--- config.mk ---
export PLATFORM = sky130hd
export DESIGN_NAME = plmc_ram
export DESIGN_NICKNAME = d
export VERILOG_FILES = /design/src/rtl/core/plmc_ram.sv
export SDC_FILE = /design/constraint.sdc
export NUM_CORES = 2
export LEC_CHECK = 0
export ABC_CLOCK_PERIOD_IN_PS = 5100
export BUFFER_PORTS_ARGS = -buffer_cell sky130_fd_sc_hd__clkbuf_2
export CAP_MARGIN = 10
export CORE_MARGIN = 5
export CORE_UTILIZATION = 35
export CTS_CLUSTER_SIZE = 20
export DETAILED_ROUTE_END_ITERATION = 8
export HOLD_SLACK_MARGIN = 0.12
export PLACE_DENSITY = 0.47
export SYNTH_ARGS = -nofsm -noshare
export SYNTH_HDL_FRONTEND = slang
export SYNTH_SLANG_ARGS = --single-unit
--- constraint.sdc ---
create_clock -name clk -period 5.1 [get_ports clk]
set_clock_uncertainty 0.15 [all_clocks]
set_input_delay 0.51 -clock clk [delete_from_list [all_inputs] [get_ports clk]]
set_output_delay 0.51 -clock clk [all_outputs]
set_load 0.05 [all_outputs]
--- src/rtl/core/plmc_ram.sv ---
`default_nettype none

module plmc_ram #(
  parameter int WIDTH = 32,
  parameter int DEPTH = 64
) (
  input  logic                     clk,
  input  logic                     we,
  input  logic [$clog2(DEPTH)-1:0] waddr,
  input  logic [WIDTH-1:0]         wdata,
  input  logic                     re,
  input  logic [$clog2(DEPTH)-1:0] raddr,
  output logic [WIDTH-1:0]         rdata
);

  logic [WIDTH-1:0] mem [DEPTH];

  // Write port and registered read port; a read of the entry being written sees old data
  always_ff @(posedge clk) begin
    if (we) begin
      mem[waddr] <= wdata;
    end
    if (re) begin
      rdata <= mem[raddr];
    end
  end

endmodule

`default_nettype wire

==> flow_metrics.tcl <==
set metrics [dict create \
    grt_overflow 0 \
    holdBufCountCts 1 \
    synth_top_family_by_area "multiplexers" \
    die_w_um 485 \
    drive_gt1_frac 0.313 \
    required_ps 5510 \
    fin_cells 6833 \
    place_inst 6436 \
    slowest_delay_ps 820 \
    critPathCaptureType "register" \
    clk_pin_slew_ps 60 \
    antenna_found_initial 31 \
    boundaryPins 79 \
    async_reset_ff_frac 0 \
    dp_hpwl_mm 133 \
    finalSetupViolCount 0 \
    path_cells "buf_8 > buf_4 > buf_4 > mux4_2 > mux4_2 > o22ai_1 > nor2_1" \
    cap_violations 0 \
    yosysUniqueCellTypes 33 \
    fmax_mhz 303 \
    crit_family "buffers and inverters" \
    cts.sinks 2080 \
    synth_xor_area_frac 0 \
    hold_path.class "input port to register" \
    nFillCells 19555 \
    first_iter_violations 4407 \
    synth.cell_area_um2 78800 \
    slew-limit-headroom 0.172 \
    timing.rr.end "rdata[14]$_DFFE_PP_" \
    yosys.area.top_type "edfxtp_1" \
    syn_inst 3324 \
    dr.pass1.iters 5 \
    rsz0062_at_grt "false" \
    syn_avg_cell_area_um2 23.7 \
    start_util 0.351 \
    status "finished clean" \
    portBuffers 78 \
    crit_start "raddr[0]" \
    slowest_stage "o22ai_1" \
    powerDensity_nw_per_um2 394 \
    cp.arrival_ps 3710 \
    dieArea_um2 235000 \
    core_um2 224000 \
    synth_mux_area_frac 0.167 \
    fin_tns_setup_ps 0 \
    grt_max_degree 65 \
    power_leakage_nw 28.2 \
    r2r_start "mem[40][14]$_DFFE_PP_" \
    clockBufferDepth 3 \
    synth_seq_cells 2080 \
    root_buffer "clkbuf_16" \
    die_h_um 485 \
    final_hold_viol_count 0 \
    multiInputGateArea_um2 16000 \
    place_congestion 0.770 \
    period_share 0.647 \
    cts_buffers 214 \
    startpoint_type "input port" \
    ys_seq_area_frac 0.792 \
    synth_top_cells_by_area "edfxtp_1 (79%), mux4_2 (16%), mux2i_1 (1.2%), o22ai_1 (0.67%), nor2_1 (0.65%)" \
    wl_per_cell_um 33.7 \
    cp.depth 7 \
    num_vias 37054 \
    peakVddDrop_uv 372 \
    finalCriticalPeriod_ps 3300 \
    h-tree-depth 4 \
    whs_ps 165 \
    wl_mm 231 \
    cts_setup_buffers 0 \
    grt_pass1_wl_mm 317 \
    crit_buf_inv 3 \
    worstSkewPairLatency_ps 860 \
    track_usage 0.194 \
    yosys-top-cells-count "edfxtp_1 (2080), mux4_2 (544), nor2_1 (137)" \
    seq_area_um2 62500 \
    path_max_fanout 50 \
    viasPerCell 5.42 \
    synth_top_area_share 0.792 \
    drv_slew 0 \
    syn2layout_area_growth_pct 15.7 \
    synth-warning-count 0 \
    synth_fp_nets 3371 \
    rr_worst_depth 4 \
    synth_flop_cell "edfxtp_1" \
    antenna_left 0 \
    std_cell_rows 174 \
    route.detailed.drc 0 \
    r2r_setup_slack_ps 2290 \
    synth_adder_area_share 0 \
    yosys.area_share.simple 0.0126 \
    worst_slew_pin_slew_ps 1240 \
    cts_resized 0 \
    path_class "input port to register" \
    grt_pass1_vias 38113 \
    cts_tree "yes" \
    fin_nets 3708 \
    synth_compound_area_frac 0.0167 \
    yosysMostFrequentCell "edfxtp_1" \
    synth_edf_count 2080 \
    crit_end "rdata[14]$_DFFE_PP_" \
]
==> metrics by stage <==
stage,setup WS [ps],util,total power [W],cell area [µm²]
after floorplan,1280,-,0.0204,78800
after global placement,794,0.377,0.0214,84600
after detailed placement,818,0.377,0.0214,84600
after CTS,1720,0.406,0.0363,91200
after global routing,1730,0.406,0.0371,91200
final,1800,0.406,0.0359,91200
==> state kept, by name (all words and copies together) (netlist names) <==
signal and cells:
mem 2048, rdata 32
==> cell usage in the layout, fill, tap and decap left out, drive strengths merged, types with 27 or more instances in the layout <==
cell       n
clkbuf   336
a21oi     62
o221ai    27
o22ai     84
clkinv    99
buf      228
nor2     137
mux4     544
mux2i     93
edfxtp  2080
==> worst min path at each step <==
stage / start / to / slack, ps / depth (start not counted)
after CTS: wdata[5] / mem[62][5]$_DFFE_PP_ / 120 / 2
final: wdata[4] / mem[32][4]$_DFFE_PP_ / 170 / 2
after global routing: wdata[4] / mem[37][4]$_DFFE_PP_ / 170 / 2
after global placement: mem[12][8]$_DFFE_PP_ / rdata[8]$_DFFE_PP_ / 660 / 4
after detailed placement: mem[12][8]$_DFFE_PP_ / rdata[8]$_DFFE_PP_ / 700 / 4
after floorplan: wdata[0] / mem[0][0]$_DFFE_PP_ / 460 / 0
==> layer usage <==
| metal | part of all wire | up-vias | track usage |
|---|---|---|---|
| met5 | 0.00012 | - | 0 |
| li1 | - | 15002 | - |
| met4 | 0.028 | 4 | 0.0556 |
| met1 | 0.43 | 20511 | 0.274 |
| met2 | 0.48 | 1260 | 0.311 |
| met3 | 0.061 | 277 | 0.0337 |
==> report_power, final <==
| part | total (W) | internal [W] | switching, W | leakage [nW] |
|---|---|---|---|---|
| clock network | 0.0149 | 0.00832 | 0.00659 | 3.21 |
| registers | 0.0190 | 0.0190 | 0.0000692 | 18.7 |
| logic | 0.00197 | 0.000671 | 0.00130 | 6.25 |
| total | 0.0359 | 0.0280 | 0.00796 | 28.2 |
==> cell families after synthesis <==
family	Yosys count
flip-flops	2080
AND/OR/NAND/NOR	223
buffers and inverters	182
multiplexers	637
AO/OA/AOI/OAI	202
==> area by class of cell <==
class,count,area share
clock inverter,123,0.0110
tap,2992,0.0411
multi-input combinational,1062,0.175
timing repair buffer,303,0.0265
sequential,2080,0.685
antenna,11,0.000302
clock buffer,262,0.0609
Power figures use the tool's default switching activity.
