### src/rtl/core/plmc_pkg.sv
`default_nettype none

package plmc_pkg;

  // Fixed field widths of the item and result channels
  localparam int CMD_W       = 2;
  localparam int BYTE_W      = 8;
  localparam int QUERY_W     = 6;
  localparam int NODE_W      = 7;
  localparam int COUNT_OUT_W = 32;

  // Commands
  localparam logic [CMD_W-1:0] CMD_TEXT    = 2'd0;
  localparam logic [CMD_W-1:0] CMD_RD_SRC  = 2'd1;
  localparam logic [CMD_W-1:0] CMD_RD_DST  = 2'd2;
  localparam logic [CMD_W-1:0] CMD_RD_PAIR = 2'd3;

  // Result kinds
  localparam logic KIND_LINE = 1'b0;
  localparam logic KIND_READ = 1'b1;

  // Characters
  localparam logic [BYTE_W-1:0] CHAR_NL    = 8'd10;
  localparam logic [BYTE_W-1:0] CHAR_ZERO  = 8'd48;
  localparam logic [BYTE_W-1:0] CHAR_NINE  = 8'd57;
  localparam logic [BYTE_W-1:0] CHAR_COLON = 8'h3A;

  // Tag matcher progress codes: 0..3 letters matched, then reading digits, then done
  localparam logic [2:0] PROG_IDLE = 3'd0;
  localparam logic [2:0] PROG_ONE  = 3'd1;
  localparam logic [2:0] PROG_NUM  = 3'd4;
  localparam logic [2:0] PROG_DONE = 3'd5;

  // Parsed view of the current line
  typedef struct packed {
    logic              src_found;
    logic              dst_found;
    logic [NODE_W-1:0] src_num;
    logic [NODE_W-1:0] dst_num;
  } line_t;

endpackage

`default_nettype wire

### src/rtl/core/plmc_parser.sv
`default_nettype none

module plmc_parser (
  input  logic                     clk,
  input  logic                     rst,
  input  logic                     step,
  input  logic                     clear,
  input  logic [plmc_pkg::BYTE_W-1:0] text_byte,
  output plmc_pkg::line_t          line
);
  import plmc_pkg::*;

  typedef struct packed {
    logic [2:0]        prog;
    logic [NODE_W-1:0] num;
    logic              seen_one;
    logic              seen_two;
  } tag_t;

  tag_t src_tag;
  tag_t dst_tag;
  tag_t src_tag_next;
  tag_t dst_tag_next;

  // Letter of the SRC: or DST: tag at a given position
  function automatic logic [BYTE_W-1:0] tag_char(logic is_dst, logic [1:0] idx);
    logic [BYTE_W-1:0] c;
    unique case (idx)
      2'd0:    c = is_dst ? 8'h44 : 8'h53;
      2'd1:    c = is_dst ? 8'h53 : 8'h52;
      2'd2:    c = is_dst ? 8'h54 : 8'h43;
      default: c = CHAR_COLON;
    endcase
    return c;
  endfunction

  // Advance one tag matcher and its number by one byte
  function automatic tag_t tag_step(tag_t s, logic [BYTE_W-1:0] b, logic is_dst);
    tag_t              n;
    logic              digit;
    logic [BYTE_W-1:0] d;
    n     = s;
    digit = (b >= CHAR_ZERO) && (b <= CHAR_NINE);
    d     = b - CHAR_ZERO;
    if (s.prog < PROG_NUM) begin
      if (b == tag_char(is_dst, s.prog[1:0])) begin
        n.prog = s.prog + 3'd1;
      end else if (b == tag_char(is_dst, 2'd0)) begin
        n.prog = PROG_ONE;
      end else begin
        n.prog = PROG_IDLE;
      end
    end else if (s.prog == PROG_NUM) begin
      if (!digit) begin
        n.prog = PROG_DONE;
      end else begin
        n.num = NODE_W'(10'({s.num, 3'b000}) + 10'({s.num, 1'b0}) + 10'(d[3:0]));
        if (s.seen_one) begin
          n.seen_two = 1'b1;
          n.prog     = PROG_DONE;
        end else begin
          n.seen_one = 1'b1;
        end
      end
    end
    return n;
  endfunction

  always_comb begin
    src_tag_next = tag_step(src_tag, text_byte, 1'b0);
    dst_tag_next = tag_step(dst_tag, text_byte, 1'b1);
  end

  // Hold line state; restart at each newline
  always_ff @(posedge clk) begin
    if (rst || clear) begin
      src_tag <= '0;
      dst_tag <= '0;
    end else if (step) begin
      src_tag <= src_tag_next;
      dst_tag <= dst_tag_next;
    end
  end

  assign line.src_found = src_tag.seen_one;
  assign line.dst_found = dst_tag.seen_one;
  assign line.src_num   = src_tag.num;
  assign line.dst_num   = dst_tag.num;

endmodule

`default_nettype wire

### config.mk
export PLATFORM = sky130hd
export DESIGN_NAME = plmc_parser
export DESIGN_NICKNAME = d
export VERILOG_FILES = /design/src/rtl/core/plmc_pkg.sv /design/src/rtl/core/plmc_parser.sv
export SDC_FILE = /design/constraint.sdc
export NUM_CORES = 1
export LEC_CHECK = 0
export BUFFER_PORTS_ARGS = -buffer_cell sky130_fd_sc_hd__buf_4
export CAP_MARGIN = 15
export CORE_MARGIN = 8
export CORE_UTILIZATION = 40
export DETAILED_ROUTE_END_ITERATION = 6
export HOLD_SLACK_MARGIN = 0.05
export PLACE_DENSITY = 0.62
export SLEW_MARGIN = 5
export SYNTH_ARGS = -nofsm -noshare
export SYNTH_HDL_FRONTEND = slang
export SYNTH_SLANG_ARGS = --single-unit
### constraint.sdc
create_clock -name clk -period 3.4 [get_ports clk]
set_clock_uncertainty 0.1 [all_clocks]
set_input_delay 0.17 -clock clk [delete_from_list [all_inputs] [get_ports clk]]
set_output_delay 0.17 -clock clk [all_outputs]
set_load 0.01 [all_outputs]
==> results.yml <==
sta:
  post-route-period-util: 0.6670
  hold_viol_final: 0
  setup_tns_ps: 0
  slew_viol_final: 0
  fmax_mhz: 441.0
  final-setup-viol-count: 0
  relSlewSlack: 0.5391
  worstMarginPinSlew_ps: 688.8
  holdWs_ps: 101.3
  setup_ws_ps: 1132
  period_minus_slack_ps: 2268
  rsz0062_at_grt: "no"
layout:
  layout-drive-gt1-share: 0.1822
  nets: 254
  final_util: 0.4525
  syn2layout_area_growth_pct: 10.06
  diodes: 0
  fin_area_um2: 1957
logic_synthesis:
  yosys.cell_count.top_type: "ha_1"
  synth_area_um2: 1778
  ys_seq_elements: 22
  yosysTopAreaCell: "dfxtp_1"
  yosys.area.top_type_share: 0.2477
  yosys_warnings: 0
  synthCells: 203
  synth_flop_cell: "dfxtp_1"
  synth-seq-area-share: 0.2477
  synth.distinct_cells: 47
  synth.avg_cell_area_um2: 8.758
  synth_edf_count: 0
  syn_nets: 242
  async_flop_share: 0
  yosys-top-cells-count: "ha_1 (23), dfxtp_1 (22), inv_1 (17)"
  synth_area_leaders: "dfxtp_1 (25%), ha_1 (16%), buf_4 (6.8%)"
worst_setup_path:
  worstPathRequired_ps: 3440
  r2r_cells: 8
  path_max_fanout: 4
  startpoint: "line[7]"
  slowest_delay_ps: 500
  r2r_end: "line[13]"
  cp_num_buf_inv: 2
  start_kind: "flip-flop"
  path_cells: "inv_1 > fa_1 > inv_1 > fa_1 > a21o_1 > a21oi_1 > xnor2_1 > o31ai_2"
  r2r-start: "line[7]"
  r2r_slack_ps: 1130
  critPathTopFamily: "adder cells"
  crit_slowest_cell: "fa_1"
  cp.depth: 8
  endpoint: "line[13]"
  arrival_ps: 2310
  end_kind: "flip-flop"
  path_class: "reg -> reg"
grt:
  antenna_found_initial: 0
  grt_usage: 0.1158
  grt-ovfl-total: 0
  grt_pass1_vias: 1369
  grt_pass1_wl_mm: 6.279
  grt_max_degree: 20
clock_tree:
  root_buffer: "clkbuf_8"
  cts_tree: "done"
  cts_sinks: 22
  clk_path_buf_depth: 2
  clock_latency_ps: 270
  cts_made_buffers: 3
  path_clk_slew_ps: 90
  cts-resized-gates: 0
  cts-hold-fix-buffers: 0
  cts.repair_timing.setup_buffer_count: 0
  htreeDepth: 1
routing:
  drt-total-wl_mm: 3.605
  routedWlPerCell_um: 13.55
  routed_via_density: 5.192
  vias: 1381
  antenna_left: 0
  drc: 0
  first_pass_iters: 4
  drt-initial-drc-count: 54
die:
  start_util: 0.4112
  floorplan.die.height_um: 82.67
  die_w_um: 82.67
  fp-row-count: 24
  coreArea_um2: 4324
  ios: 28
  dieArea_um2: 6834
status:
  outcome: "finished, final reports clean"
placement:
  pre_cts_slack_ps: 1125
  place_area_um2: 1902
  gp_congestion: 0.8104
  hpwlAfterDp_mm: 2.807
  portBuffers: 27
power_and_ir_drop:
  vdd_drop_max_mv: 0.1924
  leakagePower_nw: 0.8951
  power_density_nw_per_um2: 257.4
run:
  max-cap-violations: 0
min_path:
  hold_class: "in -> reg"
[worst min-delay path by stage]
stage / start / endpoint / slack (ps) / depth (start not counted)
6_report: step / dst_tag[11] / 100 / 3
5_1_grt: step / dst_tag[11] / 110 / 3
4_1_cts: step / dst_tag[11] / 100 / 3
3_5_place_dp: dst_tag[11] / dst_tag[11] / 360 / 2
3_3_place_gp: dst_tag[11] / dst_tag[11] / 360 / 2
2_1_floorplan: text_byte[0] / line[0] / 210 / 2
[worst reg2reg max path, delay by kind of cell, from the launching register on]
family                     cells  cell delay [ps]
adders and majority gates      2              950
AOI/OAI and AO/OA              3              430
DFF                            1              380
xor gates and xnor gates       1              150
buffers and inverters          2              140
[routing by layer]
metal	global-route usage	vias up	part of all wire
li1	-	710	-
met1	0.1458	644	0.49
met2	0.1888	22	0.45
met3	0.03788	5	0.056
met4	0.02241	0	0.011
met5	0	-	0
[report_power, final]
part / total [mW] / internal [mW] / switching, mW
combinational: 0.0500 / 0.0204 / 0.0296
sequential: 0.259 / 0.258 / 0.000989
clock: 0.195 / 0.103 / 0.0911
[cells in the final DEF, fill, tap and decap left out, types with 2 or more instances in the layout]
master,netlist,final
nor4_1,3,3
a21o_1,3,3
nor2b_1,2,2
clkbuf_8,0,4
o31ai_2,3,3
nand3_1,9,9
inv_1,17,17
a21oi_1,11,11
nor2_1,16,16
or3_1,2,2
nor3_1,2,2
mux2i_1,6,6
fa_1,4,4
ha_1,23,23
o21a_1,2,2
nand4_1,2,2
or3b_1,2,2
buf_4,16,27
xor2_1,8,8
dfxtp_1,22,22
nand2_1,14,14
o21ai_1,3,3
xnor2_1,7,7
[sequential cells by signal (all words and copies together) (netlist names)]
name and flops:
line 16, dst_tag 3, src_tag 3
[cells by family after synthesis]
kind of cell / synth area share
AO/OA/AOI/OAI: 0.1281
XOR/XNOR: 0.07389
adder cells (fa/ha/maj): 0.2069
buffers and inverters: 0.1189
flip-flops: 0.2477
multiplexers: 0.03378
AND/OR/NAND/NOR: 0.1907
[area by class of cell]
type                       instances  area, um^2
sequential                        22       440.4
inverter                          18       67.56
clock buffer                       4       55.05
tap                               52       65.06
multi-input combinational        143        1126
fill                             461        2367
timing repair buffer              27       202.7
[per-stage QoR]
stage          power, mW  std cells
2_1_floorplan     0.2912        203
3_3_place_gp      0.3156        262
3_5_place_dp      0.3160        262
4_1_cts           0.5120        266
5_1_grt           0.5276        266
6_report          0.5036        266
Power figures use the tool's default switching activity.
